[src/rcf_pkg.sv]
// Shared types, constants and helper functions for the one-pole RC filter.
package rcf_pkg;

  // Field and datapath widths
  localparam int SAMPLE_W = 16;                     // audio sample width
  localparam int FRAC_W   = 16;                     // coefficient fraction bits
  localparam int COEFF_W  = FRAC_W + 1;             // Q1.FRAC_W coefficient
  localparam int OP_W     = SAMPLE_W + 2;           // widest multiplier operand
  localparam int PROD_W   = OP_W + 1 + COEFF_W;     // serial product width
  localparam int RND_W    = PROD_W - FRAC_W;        // product after rounding
  localparam int SUM_W    = RND_W + 1;              // lowpass sum before saturation
  localparam int CNT_W    = $clog2(COEFF_W);        // multiplier step counter
  localparam int MODE_W   = 2;
  localparam int CFG_IDX_W  = 2;
  localparam int CFG_DATA_W = COEFF_W;

  localparam logic [COEFF_W-1:0] COEFF_ONE = COEFF_W'(1) << FRAC_W;

  // Filter modes
  localparam logic [MODE_W-1:0] MODE_LP = 2'd0;
  localparam logic [MODE_W-1:0] MODE_HP = 2'd1;
  localparam logic [MODE_W-1:0] MODE_BP = 2'd2;

  // Register indexes
  localparam logic [CFG_IDX_W-1:0] CFG_MODE     = 2'd0;
  localparam logic [CFG_IDX_W-1:0] CFG_LP_COEFF = 2'd1;
  localparam logic [CFG_IDX_W-1:0] CFG_HP_COEFF = 2'd2;

  typedef struct packed {
    logic signed [SAMPLE_W-1:0] sample_in;
    logic                       last_in;
  } rcf_in_t;

  typedef struct packed {
    logic signed [SAMPLE_W-1:0] sample_out;
    logic                       last_out;
  } rcf_out_t;

  // Request and response of the serial multiplier
  typedef struct packed {
    logic                     start;
    logic signed [OP_W-1:0]   op;
    logic        [COEFF_W-1:0] coef;
  } rcf_mul_req_t;

  typedef struct packed {
    logic                     done;
    logic signed [PROD_W-1:0] prod;
  } rcf_mul_rsp_t;

  typedef enum logic [1:0] {
    ST_IDLE,
    ST_LOW,
    ST_HIGH,
    ST_OUT
  } rcf_state_e;

  // Limit a coefficient to 1.0
  function automatic logic [COEFF_W-1:0] rcf_clamp(input logic [COEFF_W-1:0] c);
    rcf_clamp = (c > COEFF_ONE) ? COEFF_ONE : c;
  endfunction

  // Saturate to the signed sample range
  function automatic logic signed [SAMPLE_W-1:0] rcf_sat(input logic signed [SUM_W-1:0] v);
    logic all_one;
    logic all_zero;
    all_one  = &v[SUM_W-1:SAMPLE_W-1];
    all_zero = ~|v[SUM_W-1:SAMPLE_W-1];
    if (all_one || all_zero) begin
      rcf_sat = v[SAMPLE_W-1:0];
    end else if (v[SUM_W-1]) begin
      rcf_sat = {1'b1, {(SAMPLE_W-1){1'b0}}};
    end else begin
      rcf_sat = {1'b0, {(SAMPLE_W-1){1'b1}}};
    end
  endfunction

endpackage

[src/rcf_serial_mul.sv]
// Bit-serial shift-add multiplier: signed operand times unsigned coefficient.
module rcf_serial_mul (
  input  logic                  clk_i,
  input  logic                  rst_ni,
  input  rcf_pkg::rcf_mul_req_t req_i,
  output rcf_pkg::rcf_mul_rsp_t rsp_o
);

  logic signed [rcf_pkg::OP_W-1:0]    op_q;
  logic signed [rcf_pkg::OP_W:0]      acc_q;
  logic        [rcf_pkg::COEFF_W-1:0] lo_q;
  logic        [rcf_pkg::COEFF_W-1:0] cf_q;
  logic        [rcf_pkg::CNT_W-1:0]   cnt_q;
  logic                               busy_q;
  logic                               done_q;

  logic signed [rcf_pkg::OP_W:0] addend;
  logic signed [rcf_pkg::OP_W:0] sum;
  logic                          last_step;

  // One coefficient bit per cycle, LSB first; shift the partial sum right.
  always_comb begin
    addend    = cf_q[0] ? (rcf_pkg::OP_W+1)'(op_q) : '0;
    sum       = acc_q + addend;
    last_step = (cnt_q == rcf_pkg::CNT_W'(rcf_pkg::COEFF_W - 1));
  end

  always_ff @(posedge clk_i or negedge rst_ni) begin
    if (!rst_ni) begin
      busy_q <= 1'b0;
      done_q <= 1'b0;
      cnt_q  <= '0;
    end else if (req_i.start) begin
      busy_q <= 1'b1;
      done_q <= 1'b0;
      cnt_q  <= '0;
    end else if (busy_q) begin
      cnt_q <= cnt_q + rcf_pkg::CNT_W'(1);
      if (last_step) begin
        busy_q <= 1'b0;
        done_q <= 1'b1;
      end
    end else begin
      done_q <= 1'b0;
    end
  end

  always_ff @(posedge clk_i) begin
    if (req_i.start) begin
      op_q  <= req_i.op;
      cf_q  <= req_i.coef;
      acc_q <= '0;
      lo_q  <= '0;
    end else if (busy_q) begin
      acc_q <= {sum[rcf_pkg::OP_W], sum[rcf_pkg::OP_W:1]};
      lo_q  <= {sum[0], lo_q[rcf_pkg::COEFF_W-1:1]};
      cf_q  <= cf_q >> 1;
    end
  end

  assign rsp_o.done = done_q;
  assign rsp_o.prod = {acc_q, lo_q};

endmodule

[src/one_pole_rc_filter.sv]
// One-pole RC filter top level: lowpass, highpass or bandpass cascade.
// An accepted item runs through two serial multiplications, lowpass then
// highpass, of 17 coefficient bits each, one bit per cycle.
// Items do not overlap: the single shared bit-serial multiplier runs the
// lowpass then the highpass of one item before the next can be accepted.
// The output register lets the next item be accepted while a result waits.
// Reset: mode lowpass, both coefficients 1.0, filter history cleared to zero.
module one_pole_rc_filter (
  input  logic                                clk_i,
  input  logic                                rst_ni,
  // input channel
  input  logic                                in_valid_i,
  output logic                                in_ready_o,
  input  rcf_pkg::rcf_in_t                    in_data_i,
  // output channel
  output logic                                out_valid_o,
  input  logic                                out_ready_i,
  output rcf_pkg::rcf_out_t                   out_data_o,
  // configuration write port
  input  logic                                cfg_we_i,
  input  logic [rcf_pkg::CFG_IDX_W-1:0]       cfg_idx_i,
  input  logic [rcf_pkg::CFG_DATA_W-1:0]      cfg_data_i
);

  // Configuration
  logic [rcf_pkg::MODE_W-1:0]  mode_q;
  logic [rcf_pkg::COEFF_W-1:0] lp_coeff_q;
  logic [rcf_pkg::COEFF_W-1:0] hp_coeff_q;

  // Filter history
  logic signed [rcf_pkg::SAMPLE_W-1:0] prev_in_q;
  logic signed [rcf_pkg::SAMPLE_W-1:0] prev_lo_q;
  logic signed [rcf_pkg::SAMPLE_W-1:0] prev_hi_q;

  // Current item
  logic signed [rcf_pkg::SAMPLE_W-1:0] x_q;
  logic                                last_q;
  logic signed [rcf_pkg::SAMPLE_W-1:0] y_q;
  logic signed [rcf_pkg::SAMPLE_W-1:0] h_q;

  // Output register
  logic              out_valid_q;
  rcf_pkg::rcf_out_t out_data_q;

  rcf_pkg::rcf_state_e state_q, state_d;

  rcf_pkg::rcf_mul_req_t mul_req;
  rcf_pkg::rcf_mul_rsp_t mul_rsp;

  logic                                in_fire;
  logic                                out_free;
  logic                                out_load;
  logic                                high_only;
  logic signed [rcf_pkg::RND_W-1:0]    rnd;
  logic signed [rcf_pkg::SUM_W-1:0]    y_sum;
  logic signed [rcf_pkg::SAMPLE_W-1:0] y_new;
  logic signed [rcf_pkg::SAMPLE_W-1:0] h_new;
  logic signed [rcf_pkg::SAMPLE_W-1:0] h_in;
  logic signed [rcf_pkg::SAMPLE_W-1:0] h_prev;
  logic signed [rcf_pkg::OP_W-1:0]     lp_op;
  logic signed [rcf_pkg::OP_W-1:0]     hp_op;

  rcf_serial_mul u_mul (
    .clk_i  (clk_i),
    .rst_ni (rst_ni),
    .req_i  (mul_req),
    .rsp_o  (mul_rsp)
  );

  // Datapath around the multiplier
  always_comb begin
    // Round half up: floor((p + half) / 2^FRAC) is the upper bits plus the half bit.
    rnd = mul_rsp.prod[rcf_pkg::PROD_W-1:rcf_pkg::FRAC_W]
        + rcf_pkg::RND_W'(mul_rsp.prod[rcf_pkg::FRAC_W-1]);
    y_sum = rcf_pkg::SUM_W'(prev_lo_q) + rcf_pkg::SUM_W'(rnd);
    y_new = rcf_pkg::rcf_sat(y_sum);
    h_new = rcf_pkg::rcf_sat(rcf_pkg::SUM_W'(rnd));

    // Highpass alone differences the input; otherwise it follows the lowpass.
    high_only = (mode_q == rcf_pkg::MODE_HP);
    h_in      = high_only ? x_q : y_new;
    h_prev    = high_only ? prev_in_q : prev_lo_q;

    lp_op = rcf_pkg::OP_W'(in_data_i.sample_in) - rcf_pkg::OP_W'(prev_lo_q);
    hp_op = rcf_pkg::OP_W'(prev_hi_q) + rcf_pkg::OP_W'(h_in) - rcf_pkg::OP_W'(h_prev);
  end

  // Next state
  always_comb begin
    state_d = state_q;
    unique case (state_q)
      rcf_pkg::ST_IDLE: begin
        if (in_valid_i) begin
          state_d = rcf_pkg::ST_LOW;
        end
      end
      rcf_pkg::ST_LOW: begin
        if (mul_rsp.done) begin
          state_d = rcf_pkg::ST_HIGH;
        end
      end
      rcf_pkg::ST_HIGH: begin
        if (mul_rsp.done) begin
          state_d = rcf_pkg::ST_OUT;
        end
      end
      rcf_pkg::ST_OUT: begin
        if (out_free) begin
          state_d = rcf_pkg::ST_IDLE;
        end
      end
      default: state_d = rcf_pkg::ST_IDLE;
    endcase
  end

  // Control outputs
  always_comb begin
    out_free     = !out_valid_q || out_ready_i;
    in_ready_o   = 1'b0;
    out_load     = 1'b0;
    mul_req.op   = hp_op;
    mul_req.coef = hp_coeff_q;
    mul_req.start = 1'b0;
    unique case (state_q)
      rcf_pkg::ST_IDLE: begin
        in_ready_o    = 1'b1;
        mul_req.op    = lp_op;
        mul_req.coef  = lp_coeff_q;
        mul_req.start = in_valid_i;
      end
      rcf_pkg::ST_LOW: begin
        mul_req.start = mul_rsp.done;
      end
      rcf_pkg::ST_HIGH: begin
      end
      rcf_pkg::ST_OUT: begin
        out_load = out_free;
      end
      default: begin
      end
    endcase
    in_fire = in_valid_i && in_ready_o;
  end

  always_ff @(posedge clk_i or negedge rst_ni) begin
    if (!rst_ni) begin
      state_q <= rcf_pkg::ST_IDLE;
    end else begin
      state_q <= state_d;
    end
  end

  // Configuration registers; coefficients above 1.0 are stored as 1.0.
  always_ff @(posedge clk_i or negedge rst_ni) begin
    if (!rst_ni) begin
      mode_q     <= rcf_pkg::MODE_LP;
      lp_coeff_q <= rcf_pkg::COEFF_ONE;
      hp_coeff_q <= rcf_pkg::COEFF_ONE;
    end else if (cfg_we_i) begin
      unique case (cfg_idx_i)
        rcf_pkg::CFG_MODE:     mode_q     <= cfg_data_i[rcf_pkg::MODE_W-1:0];
        rcf_pkg::CFG_LP_COEFF: lp_coeff_q <= rcf_pkg::rcf_clamp(cfg_data_i);
        rcf_pkg::CFG_HP_COEFF: hp_coeff_q <= rcf_pkg::rcf_clamp(cfg_data_i);
        default: begin
        end
      endcase
    end
  end

  // Hold the item and the two stage results
  always_ff @(posedge clk_i) begin
    if (in_fire) begin
      x_q    <= in_data_i.sample_in;
      last_q <= in_data_i.last_in;
    end
    if (state_q == rcf_pkg::ST_LOW && mul_rsp.done) begin
      y_q <= y_new;
    end
    if (state_q == rcf_pkg::ST_HIGH && mul_rsp.done) begin
      h_q <= h_new;
    end
  end

  // Advance the history when the result is loaded into the output register; a last item clears it.
  always_ff @(posedge clk_i or negedge rst_ni) begin
    if (!rst_ni) begin
      prev_in_q <= '0;
      prev_lo_q <= '0;
      prev_hi_q <= '0;
    end else if (out_load) begin
      prev_in_q <= last_q ? '0 : x_q;
      prev_lo_q <= last_q ? '0 : y_q;
      prev_hi_q <= last_q ? '0 : h_q;
    end
  end

  // Output register
  always_ff @(posedge clk_i or negedge rst_ni) begin
    if (!rst_ni) begin
      out_valid_q <= 1'b0;
    end else if (out_load) begin
      out_valid_q <= 1'b1;
    end else if (out_ready_i) begin
      out_valid_q <= 1'b0;
    end
  end

  always_ff @(posedge clk_i) begin
    if (out_load) begin
      out_data_q.sample_out <= (mode_q == rcf_pkg::MODE_LP) ? y_q : h_q;
      out_data_q.last_out   <= last_q;
    end
  end

  assign out_valid_o = out_valid_q;
  assign out_data_o  = out_data_q;

  // A multiplier result only appears while a filter stage waits for it.
  a_done_in_stage: assert property (@(posedge clk_i) disable iff (!rst_ni)
    mul_rsp.done |-> (state_q == rcf_pkg::ST_LOW || state_q == rcf_pkg::ST_HIGH))
    else $error("multiplier done outside a filter stage");

  // An accepted item starts the lowpass multiplication.
  a_accept_starts: assert property (@(posedge clk_i) disable iff (!rst_ni)
    in_fire |-> mul_req.start)
    else $error("accepted item did not start the multiplier");

  // A finished result never overwrites one that is still waiting.
  a_no_overwrite: assert property (@(posedge clk_i) disable iff (!rst_ni)
    (state_q == rcf_pkg::ST_OUT && out_valid_o && !out_ready_i)
      |=> (state_q == rcf_pkg::ST_OUT && out_valid_o))
    else $error("output overwritten while stalled");

  // A last item leaves the history cleared.
  a_last_clears: assert property (@(posedge clk_i) disable iff (!rst_ni)
    (out_load && last_q) |=> (prev_in_q == '0 && prev_lo_q == '0 && prev_hi_q == '0))
    else $error("history not cleared after last item");

endmodule
[config.mk]
export PLATFORM = sky130hd
export DESIGN_NAME = one_pole_rc_filter
export DESIGN_NICKNAME = d
export VERILOG_FILES = /design/src/rcf_pkg.sv /design/src/rcf_serial_mul.sv /design/src/one_pole_rc_filter.sv
export SDC_FILE = /design/constraint.sdc
export NUM_CORES = 1
export LEC_CHECK = 0
export BUFFER_PORTS_ARGS = -buffer_cell sky130_fd_sc_hd__buf_2
export CAP_MARGIN = 25
export CORE_MARGIN = 10
export CORE_UTILIZATION = 36
export CTS_CLUSTER_SIZE = 28
export DETAILED_ROUTE_END_ITERATION = 16
export GPL_TIMING_DRIVEN = 0
export PLACE_DENSITY = 0.59
export SETUP_SLACK_MARGIN = 0.2
export SKIP_CTS_REPAIR_TIMING = 1
export SYNTH_ARGS = -nofsm -noshare
export SYNTH_HDL_FRONTEND = slang
export SYNTH_SLANG_ARGS = --single-unit
[constraint.sdc]
create_clock -name clk_i -period 14.6 [get_ports clk_i]
set_input_delay 0.73 -clock clk_i [delete_from_list [all_inputs] [get_ports clk_i]]
set_output_delay 0.73 -clock clk_i [all_outputs]
set_load 0.02 [all_outputs]
# [Word-level counts from Yosys, hierarchy flattened]
# Cells that the tools add are included.
[word_totals] input_bits=41 reg_bits=230 output_inout_bits=19 word_cells=96
[op_classes] n_mux=33 order_cmp=1 add_sub_neg=7 reduce_logical=22 n_eq_ne=12
[op_table] operator="16-bit 2-to-1 mux" n=10
[op_table] operator="17-bit 2-to-1 mux" n=3
[op_table] operator="35-bit 2-to-1 mux" n=1
[op_table] operator="16-bit by 20-bit adder with 21-bit output" n=1
[op_table] operator="19-bit by 2-bit adder with 20-bit output" n=1
[op_table] operator="18-bit by 19-bit adder with 19-bit output" n=1
[op_table] operator="19-bit 2-to-1 mux" n=1
[op_table] operator="17-bit by 16-bit subtractor with 18-bit output" n=1
[op_table] operator="16-bit by 16-bit adder with 17-bit output" n=1
[op_table] operator="17-bit > comparator (second input constant)" n=1
[op_table] operator="16-bit by 16-bit subtractor with 17-bit output" n=1
[op_table] operator="1-bit 2-to-1 mux" n=10
[op_table] operator="5-bit 2-to-1 mux" n=2
[op_table] operator="2-bit 2-to-1 mux" n=4
[op_table] operator="2-bit case mux with 4 select lines" n=1
[op_table] operator="2-bit by 1-bit == test with 1-bit output (second input constant)" n=3
[op_table] operator="2-bit == test (second input constant)" n=3
[op_table] operator="2-bit logical NOT" n=3
[op_table] operator="2-bit AND reduction" n=3
[op_table] operator="6-bit AND reduction" n=1
[op_table] operator="6-bit OR reduction" n=1
[op_table] operator="5-bit by 1-bit adder with 5-bit output (second input constant)" n=1
[op_table] operator="5-bit == test (second input constant)" n=1
[op_table] operator="5-bit AND reduction" n=1
[op_table] operator="other kinds (10)" n=19

# [Depth between registers and ports, before layout]
# Gate-level depths: netlist of run 1.
[depth] word_depth=11 depth_mapped=29 ltp_nobuf=29

# [By module]
# From an unflattened synthesis of run 1, not the netlist that was laid out.
[hier_totals] hier_cells=1374 hier_area_um2=13818.3
[by_module_without_submodules] module="one_pole_rc_filter" seq_area_each_um2=4161.5 instances=1 area_each_um2=10045.9 cells_per_inst=1033
[by_module_without_submodules] module="rcf_serial_mul" seq_area_each_um2=1926.8 instances=1 area_each_um2=3772.4 cells_per_inst=341

# [Least setup slack after synthesis of run 1]
# Ideal clock, no wire load.
[synth_timing] path_type="reg2reg" startpoint="register u_mul.acc_q[0] (netlist name)" endpoint="register u_mul.op_q[14] (netlist name), data pin" t_arrival_ps=6239 setup_ps=257 slack_ps=8104 period_less_slack_ps=6496 required_time_ps=14343 path_buffers=0 path_stages_with_launch=29 cell_sequence="dfxtp_1 and3_1 nand2_1 nor2_1 and3_1 and3_1 and3_1 xnor2_1 inv_1 ha_1 nand3_1 or3_4 o21ai_1 a211oi_1 xor2_1 or3_4 o311ai_4 o221ai_1 fa_1 inv_1 fa_1 a21o_1 a21oi_1 o21bai_1 a41oi_1 a211o_1 nor2_1 or4_1 a32o_1"
[synth_lines] element="start: declaration" line="rcf_serial_mul.sv:10" text="logic signed [rcf_pkg::OP_W:0] acc_q;"
[synth_lines] element="start signal: assignment" line="rcf_serial_mul.sv:55" text="acc_q <= {sum[rcf_pkg::OP_W], sum[rcf_pkg::OP_W:1]};"
[synth_lines] element="end signal: assignment" line="rcf_serial_mul.sv:50" text="op_q <= req_i.op;"
[synth_lines] element="end: declaration" line="rcf_serial_mul.sv:9" text="logic signed [rcf_pkg::OP_W-1:0] op_q;"

==> reports/results.tsv, run 1 <==
stage	metric	value	unit
clocking	clk_path_buf_depth	3	
worst_setup_path	crit_fanout	9	
timing	finalHoldViolCount	0	
cells_and_area	final_nets	1616	
synth	yosys_warnings	0	
routing	viasPerCell	5.41	
worst_setup_path	endpoint_kind	flop	
timing	setup_violations	0	
synth	synth_top_family_by_area	compound AO/OA/AOI/OAI gates	
worst_setup_path	max_stage_delay	0.57	ns
synth	syn_inst	1383	
worst_setup_path	worst_path_most_repeated_cell	and3_1	
synth	synthMuxAreaShare	0.0381	
synth	seq_area_frac_synth	0.435	
die	io_pins	60	
cells_and_area	final_area	0.0151	mm^2
synth	ys_types	73	
cells_and_area	diodes	0	
synth	synthSimpleGateAreaFrac	0.161	
routing	totalWireLength	39.6	mm
global_routing	grt_pass1_vias	10591	
cells_and_area	syn2layout_area_growth	13.6	%
routing	vias	10601	
timing	slew_violations	0	
routing	dr.pass1.iters	6	
synth	syn-cell-area	0.0133	mm^2
clocking	numCtsBuffers	26	
clocking	cts_tree	yes	
synth	synth_flop_cell	edfxtp_1	
timing	tightest_slew	1.10	ns
timing	period_needed	7.71	ns
global_routing	grt_antenna_before_repair	1	
worst_setup_path	crit_type	reg2reg	
worst_setup_path	critPathArrivalTime	7.98	ns
placement	gp_congestion	0.930	
routing	post_drt_wl_per_cell	20.2	um
clocking	clock_sinks	215	
timing	slew_headroom	0.268	
worst_setup_path	critPathLaunchType	flop	
timing	skew	0.0319	ns
timing	rsz0062_at_grt	false	
clocking	clk_latency	0.56	ns
outcome	status	complete, no violations	
worst_setup_path	ff2ff_setup_slack	6.89	ns
global_routing	grt_pass1_wl	61.8	mm
synth	synthXorXnorAreaFrac	0.0441	
placement	dpl.hpwl	30.7	mm
worst_setup_path	cp_slowest_cell	o311ai_4	
global_routing	grtUsageTotal	0.177	
placement	io_buffers	59	
synth	async_flop_share	0.437	
synth	syn_area_per_cell	9.61	um^2
die	die_h	212	um
cells_and_area	nFillCells	3572	
synth	synth_seq_cells	215	
cells_and_area	drive_gt1_frac	0.0965	
synth	synth_edf_count	101	
min_path	worstHoldPathType	in2async	
die	row_count	70	
synth	synth.net_count	1526	
routing	drt_iter0_drc	965	
clocking	htree_levels	1	
die	start_util	0.364	
worst_setup_path	cp.required	14.87	ns
routing	drc	0	
placement	placed_area	0.0142	mm^2
timing	setup-tns-final	0	ns
clocking	root_buffer	clkbuf_16	
routing	ant_nets	0	
clocking	path_clk_slew	0.06	ns
timing	fmax	130	MHz
global_routing	grt_max_degree	67	
global_routing	overflow	0	
synth	synth_compound_area_frac	0.170	
die	die_area	0.0450	mm^2
timing	whs	0.130	ns
synth	synth_fa_ha_area_frac	0.108	
die	coreArea	0.0365	mm^2
die	fp.dieW	212	um
timing	min_period_over_period	0.528	
run	drv_cap	0	
cells in the mapped netlist (3+ instances only):
cell | n | share of area
inv_1 | 95 | 0.027
buf_2 | 4 | 0.0015
nor4_1 | 7 | 0.0033
o211ai_1 | 14 | 0.0079
o221ai_1 | 5 | 0.0033
fa_1 | 19 | 0.029
nand4_1 | 8 | 0.0038
nand3_1 | 26 | 0.0098
nand2b_1 | 42 | 0.020
o311ai_1 | 4 | 0.0026
or3_1 | 5 | 0.0024
o21a_1 | 11 | 0.0062
and3_1 | 16 | 0.0075
a21boi_0 | 4 | 0.0023
a211o_1 | 5 | 0.0033
o31ai_1 | 6 | 0.0034
clkbuf_1 | 47 | 0.013
a41o_1 | 4 | 0.0030
nor3_1 | 19 | 0.0072
a21oi_1 | 75 | 0.028
and2_1 | 27 | 0.013
o21ai_0 | 156 | 0.059
nand3b_1 | 28 | 0.016
o21ai_1 | 4 | 0.0015
a41oi_1 | 4 | 0.0026
xor2_1 | 33 | 0.022
xnor2_1 | 34 | 0.022
dfrtp_1 | 92 | 0.17
ha_1 | 83 | 0.078
nor2_1 | 80 | 0.023
o31a_1 | 3 | 0.0020
a21o_1 | 20 | 0.011
o21bai_1 | 7 | 0.0040
nand2_1 | 159 | 0.045
a31oi_1 | 8 | 0.0038
nor2b_1 | 4 | 0.0019
mux2_2 | 21 | 0.018
nor3b_1 | 3 | 0.0017
a211oi_1 | 14 | 0.0079
edfxtp_1 | 101 | 0.23
mux2i_1 | 27 | 0.020
dfxtp_1 | 20 | 0.030
layer usage:
layer,vias to the layer above,global-route usage,share of wire
met4,0,0.0526,0.028
met2,298,0.273,0.44
met1,5148,0.246,0.47
li1,5099,-,-
met3,56,0.0328,0.062
met5,-,0,0
cells by family (layout without fill, tap and decap cells):
| family | after synthesis | count (layout) |
|---|---|---|
| AOI/OAI and AO/OA | 365 | 365 |
| xor gates and xnor gates | 67 | 67 |
| adders and majority gates | 103 | 103 |
| buffers and inverters | 149 | 259 |
| DFF | 215 | 215 |
| muxes | 48 | 48 |
| and+or+nand+nor | 436 | 436 |
cell usage in the layout, fill, tap and decap left out, drive strengths merged, types with 5 or more instances in the layout:
cell type,synthesis,routed
a211o,5,5
a211oi,15,15
a21o,20,20
a21oi,75,75
a31oi,8,8
and2,27,27
and3,16,16
buf,7,69
clkbuf,47,85
clkinv,0,6
dfrtp,92,92
dfxtp,20,20
edfxtp,101,101
fa,19,19
ha,83,83
inv,95,97
mux2,21,21
mux2i,27,27
nand2,160,160
nand2b,42,42
nand3,26,26
nand3b,28,28
nand4,8,8
nor2,80,80
nor3,19,19
nor4,7,7
o211ai,14,14
o21a,11,11
o21ai,160,160
o21bai,7,7
o221ai,6,6
o311ai,8,8
o31ai,6,6
or3,7,7
xnor2,34,34
xor2,33,33
area by class of cell:
cell class | instances | area (um^2) | share of cell area
timing repair buffer | 62 | 368 | 0.0244
sequential | 215 | 5790 | 0.383
inverter | 95 | 357 | 0.0236
clock inverter | 10 | 104 | 0.00688
buffer | 54 | 220 | 0.0146
clock buffer | 38 | 747 | 0.0495
multi-input combinational | 1019 | 6930 | 0.459
tap | 468 | 586 | 0.0388
critical path: cells and delay by family, from the launching register on:
kind            cells  cell delay (ns)
flops               1             0.43
xor+xnor            1             0.21
simple gates       13             2.85
buf+inv             2             0.15
fa+ha+maj           3             1.39
compound gates      9             2.39
sequential cells by signal, indices dropped and copies added (netlist names):
register / cells
x_q: 16
u_mul.cnt_q: 5
out_valid_o: 1
u_mul.cf_q: 17
state_q: 2
out_data_o: 17
prev_lo_q: 16
u_mul.busy_q: 1
u_mul.done_q: 1
u_mul.lo_q: 2
u_mul.acc_q: 18
u_mul.op_q: 18
h_q: 16
last_q: 1
mode_q: 2
lp_coeff_q: 17
hp_coeff_q: 17
prev_in_q: 16
y_q: 16
prev_hi_q: 16
through the flow:
| step | util | setup slack [ns] | cells |
|---|---|---|---|
| 3_5_place_dp | 0.389 | 6.95 | 1912 |
| 4_1_cts | 0.413 | 6.92 | 1960 |
| 3_3_place_gp | 0.388 | 6.94 | 1910 |
| 5_1_grt | 0.413 | 6.47 | 1961 |
| 6_report | 0.413 | 6.89 | 1961 |
| 2_1_floorplan | - | 8.10 | 1383 |
worst paths after layout:
path                                              endpoint  cells past startpoint                         from
worst max-delay path              u_mul.op_q[14]$_DFFE_PP_                     28  u_mul.acc_q[0]$_SDFFE_PP0P_
worst min-delay path              prev_hi_q[4]$_DFFE_PN0P_                      1                       rst_ni
worst max register to register    u_mul.op_q[14]$_DFFE_PP_                     28  u_mul.acc_q[0]$_SDFFE_PP0P_
worst min register to register   lp_coeff_q[0]$_DFFE_PN0P_                      2    lp_coeff_q[0]$_DFFE_PN0P_
max in group asynchronous       lp_coeff_q[16]$_DFFE_PN1P_                      2                       rst_ni
min in group clk_i                        last_q$_DFFE_PP_                      1                 in_data_i[0]
Power of run 1 is not shown: default switching activity piles up to over one toggle a cycle in this logic, so the estimate is an artifact.
==> inputs of run 2 (changes only) <==
PLACE_DENSITY = 0.61   (was 0.59)
clock period = 6.9 ns   (was 14.6 ns; I/O delays follow)
==> run 2 against run 1 <==
Cell count rose by 1.5%. Routed wire length rose by 1.3%. Critical path depth rose by 2. Register-to-register slack got worse by 6.8 ns. Global-route usage fell by 0.41 points. Count of clock-buffer cells in the layout fell by 2. Largest cell class unchanged. Worst hold slack got worse by 0.13 ns. Clock skew fell by 0.019 ns. Cell area rose by 4.7%. Via count rose by 3.1%. Maximum frequency rose by 13%. Die area did not move.
==> reports/results.tsv, run 2 (synthesized netlist as in run 1, its figures left out) <==
stage	metric	value	unit	change
placement	dpl.hpwl	30.2	mm	was 30.7 mm
clocking	cts_tree	yes		unchanged
global_routing	grt_antenna_before_repair	1		unchanged
routing	vias	10927		was 10601
timing	postLayoutSetupSlackWorst	0.0727	ns	was 6.89 ns
timing	finalHoldViolCount	0		unchanged
placement	gp_congestion	0.923		was 0.930
outcome	status	complete, no violations		unchanged
timing	period_needed	6.83	ns	was 7.71 ns
die	die_area	0.0450	mm^2	unchanged
global_routing	overflow	0		unchanged
timing	skew	0.0129	ns	was 0.0319 ns
worst_setup_path	crit_type	reg2reg		unchanged
clocking	path_clk_slew	0.06	ns	about the same
global_routing	grt_pass1_vias	10430		was 10591
cells_and_area	layout_commonest_cell	nand2_1		unchanged
placement	io_buffers	59		unchanged
routing	dr.pass1.iters	5		was 6
die	start_util	0.364		unchanged
cells_and_area	drive_gt1_frac	0.156		was 0.0965
routing	totalWireLength	40.1	mm	was 39.6 mm
timing	min_period_over_period	0.989		was 0.528
min_path	worstHoldPathType	in2reg		was in2async
timing	setup-tns-final	0	ns	unchanged
timing	slew_violations	0		unchanged
worst_setup_path	critPathArrivalTime	7.10	ns	was 7.98 ns
global_routing	grtUsageTotal	0.173		was 0.177
routing	drt_iter0_drc	870		was 965
global_routing	grt_pass1_wl	60.4	mm	was 61.8 mm
cells_and_area	final_cell_mix	nand2_1, o21ai_0, edfxtp_1, dfrtp_1, inv_1		was nand2_1, o21ai_0, edfxtp_1, inv_1, dfrtp_1
cells_and_area	utilization	0.433		was 0.413
die	die_h	212	um	unchanged
worst_setup_path	endpoint_kind	flop		unchanged
timing	fmax	146	MHz	was 130 MHz
routing	post_drt_wl_per_cell	20.2	um	about the same
run	drv_cap	0		unchanged
cells_and_area	final_nets	1645		was 1616
clocking	root_buffer	clkbuf_16		unchanged
timing	rsz0062_at_grt	true		was false
die	coreArea	0.0365	mm^2	unchanged
timing	slew_headroom	0.377		was 0.268
die	io_pins	60		unchanged
worst_setup_path	critPathLaunchType	flop		unchanged
clocking	htree_levels	1		unchanged
worst_setup_path	cp_slowest_cell	fa_1		was o311ai_4
routing	drc	0		unchanged
worst_setup_path	cp.required	7.18	ns	was 14.87 ns
clocking	clock_sinks	215		unchanged
worst_setup_path	worst_path_most_repeated_cell	and3_4		was and3_1
placement	pre_cts_ws	-0.793	ns	was 6.95 ns
cells_and_area	nFillCells	3497		was 3572
timing	tightest_slew	0.931	ns	was 1.10 ns
die	fp.dieW	212	um	unchanged
clocking	numCtsBuffers	25		was 26
die	row_count	70		unchanged
clocking	clk_latency	0.54	ns	was 0.56 ns
worst_setup_path	crit_fanout	7		was 9
routing	ant_nets	0		unchanged
cells_and_area	syn2layout_area_growth	19.0	%	was 13.6%
routing	viasPerCell	5.49		was 5.41
global_routing	grt_max_degree	63		was 67
timing	setup_violations	0		unchanged
worst_setup_path	max_stage_delay	0.62	ns	was 0.57 ns
cells_and_area	reg_top3	u_mul.acc_q (18), u_mul.op_q (18)		unchanged
clocking	clk_path_buf_depth	3		unchanged
run 2: layout make-up:
class                      instances  area (um^2)  share of cell area
sequential                       215         5810               0.367
clock inverter                    10          109             0.00688
clock buffer                      36          697              0.0441
tap                              468          586              0.0370
antenna                            1         2.50            0.000158
timing repair buffer              92          689              0.0436
buffer                            54          221              0.0140
inverter                          95          357              0.0226
multi-input combinational       1019         7340               0.464
run 2: worst max-delay path, delay by kind of cell (launching register included):
kind | cells | cell delay (ns)
DFF | 1 | 0.38
buffers and inverters | 4 | 0.41
AOI/OAI and AO/OA | 10 | 1.75
and+or+nand+nor | 11 | 2.40
adders and majority gates | 3 | 1.29
xor gates and xnor gates | 2 | 0.32
run 2: per-stage QoR:
stage	hold slack [ns]	area, um^2	cells
after floorplan	0.0494	13300	1383
after global placement	0.460	14200	1910
after detailed placement	0.360	14200	1913
after CTS	-0.202	15100	1959
after global routing	0.00184	15800	1989
final	0.00418	15800	1990
run 2: final timing paths:
check                                       startpoint                          to  slack (ns)  cells past startpoint
hold reg to reg              lp_coeff_q[2]$_DFFE_PN0P_   lp_coeff_q[2]$_DFFE_PN0P_        0.48                      2
max in group asynchronous                       rst_ni  hp_coeff_q[16]$_DFFE_PN1P_        5.81                      3
min in group asynchronous                       rst_ni    prev_hi_q[6]$_DFFE_PN0P_        0.34                      2
setup reg to reg           u_mul.acc_q[0]$_SDFFE_PP0P_    u_mul.op_q[14]$_DFFE_PP_        0.07                     30
hold / removal                            in_data_i[3]            x_q[2]$_DFFE_PP_       0.004                      1
setup / recovery           u_mul.acc_q[0]$_SDFFE_PP0P_    u_mul.op_q[14]$_DFFE_PP_        0.07                     30
run 2: metal layers:
metal / GRT usage / vias up / wire length [um] / share of wire
met5: 0 / - / 11 / 0.00027
met4: 0.0541 / 2 / 1290 / 0.032
li1: - / 5155 / - / -
met1: 0.236 / 5293 / 18000 / 0.45
met2: 0.269 / 398 / 17700 / 0.44
met3: 0.0353 / 79 / 3070 / 0.076
Power of run 2 is left out for the same reason.
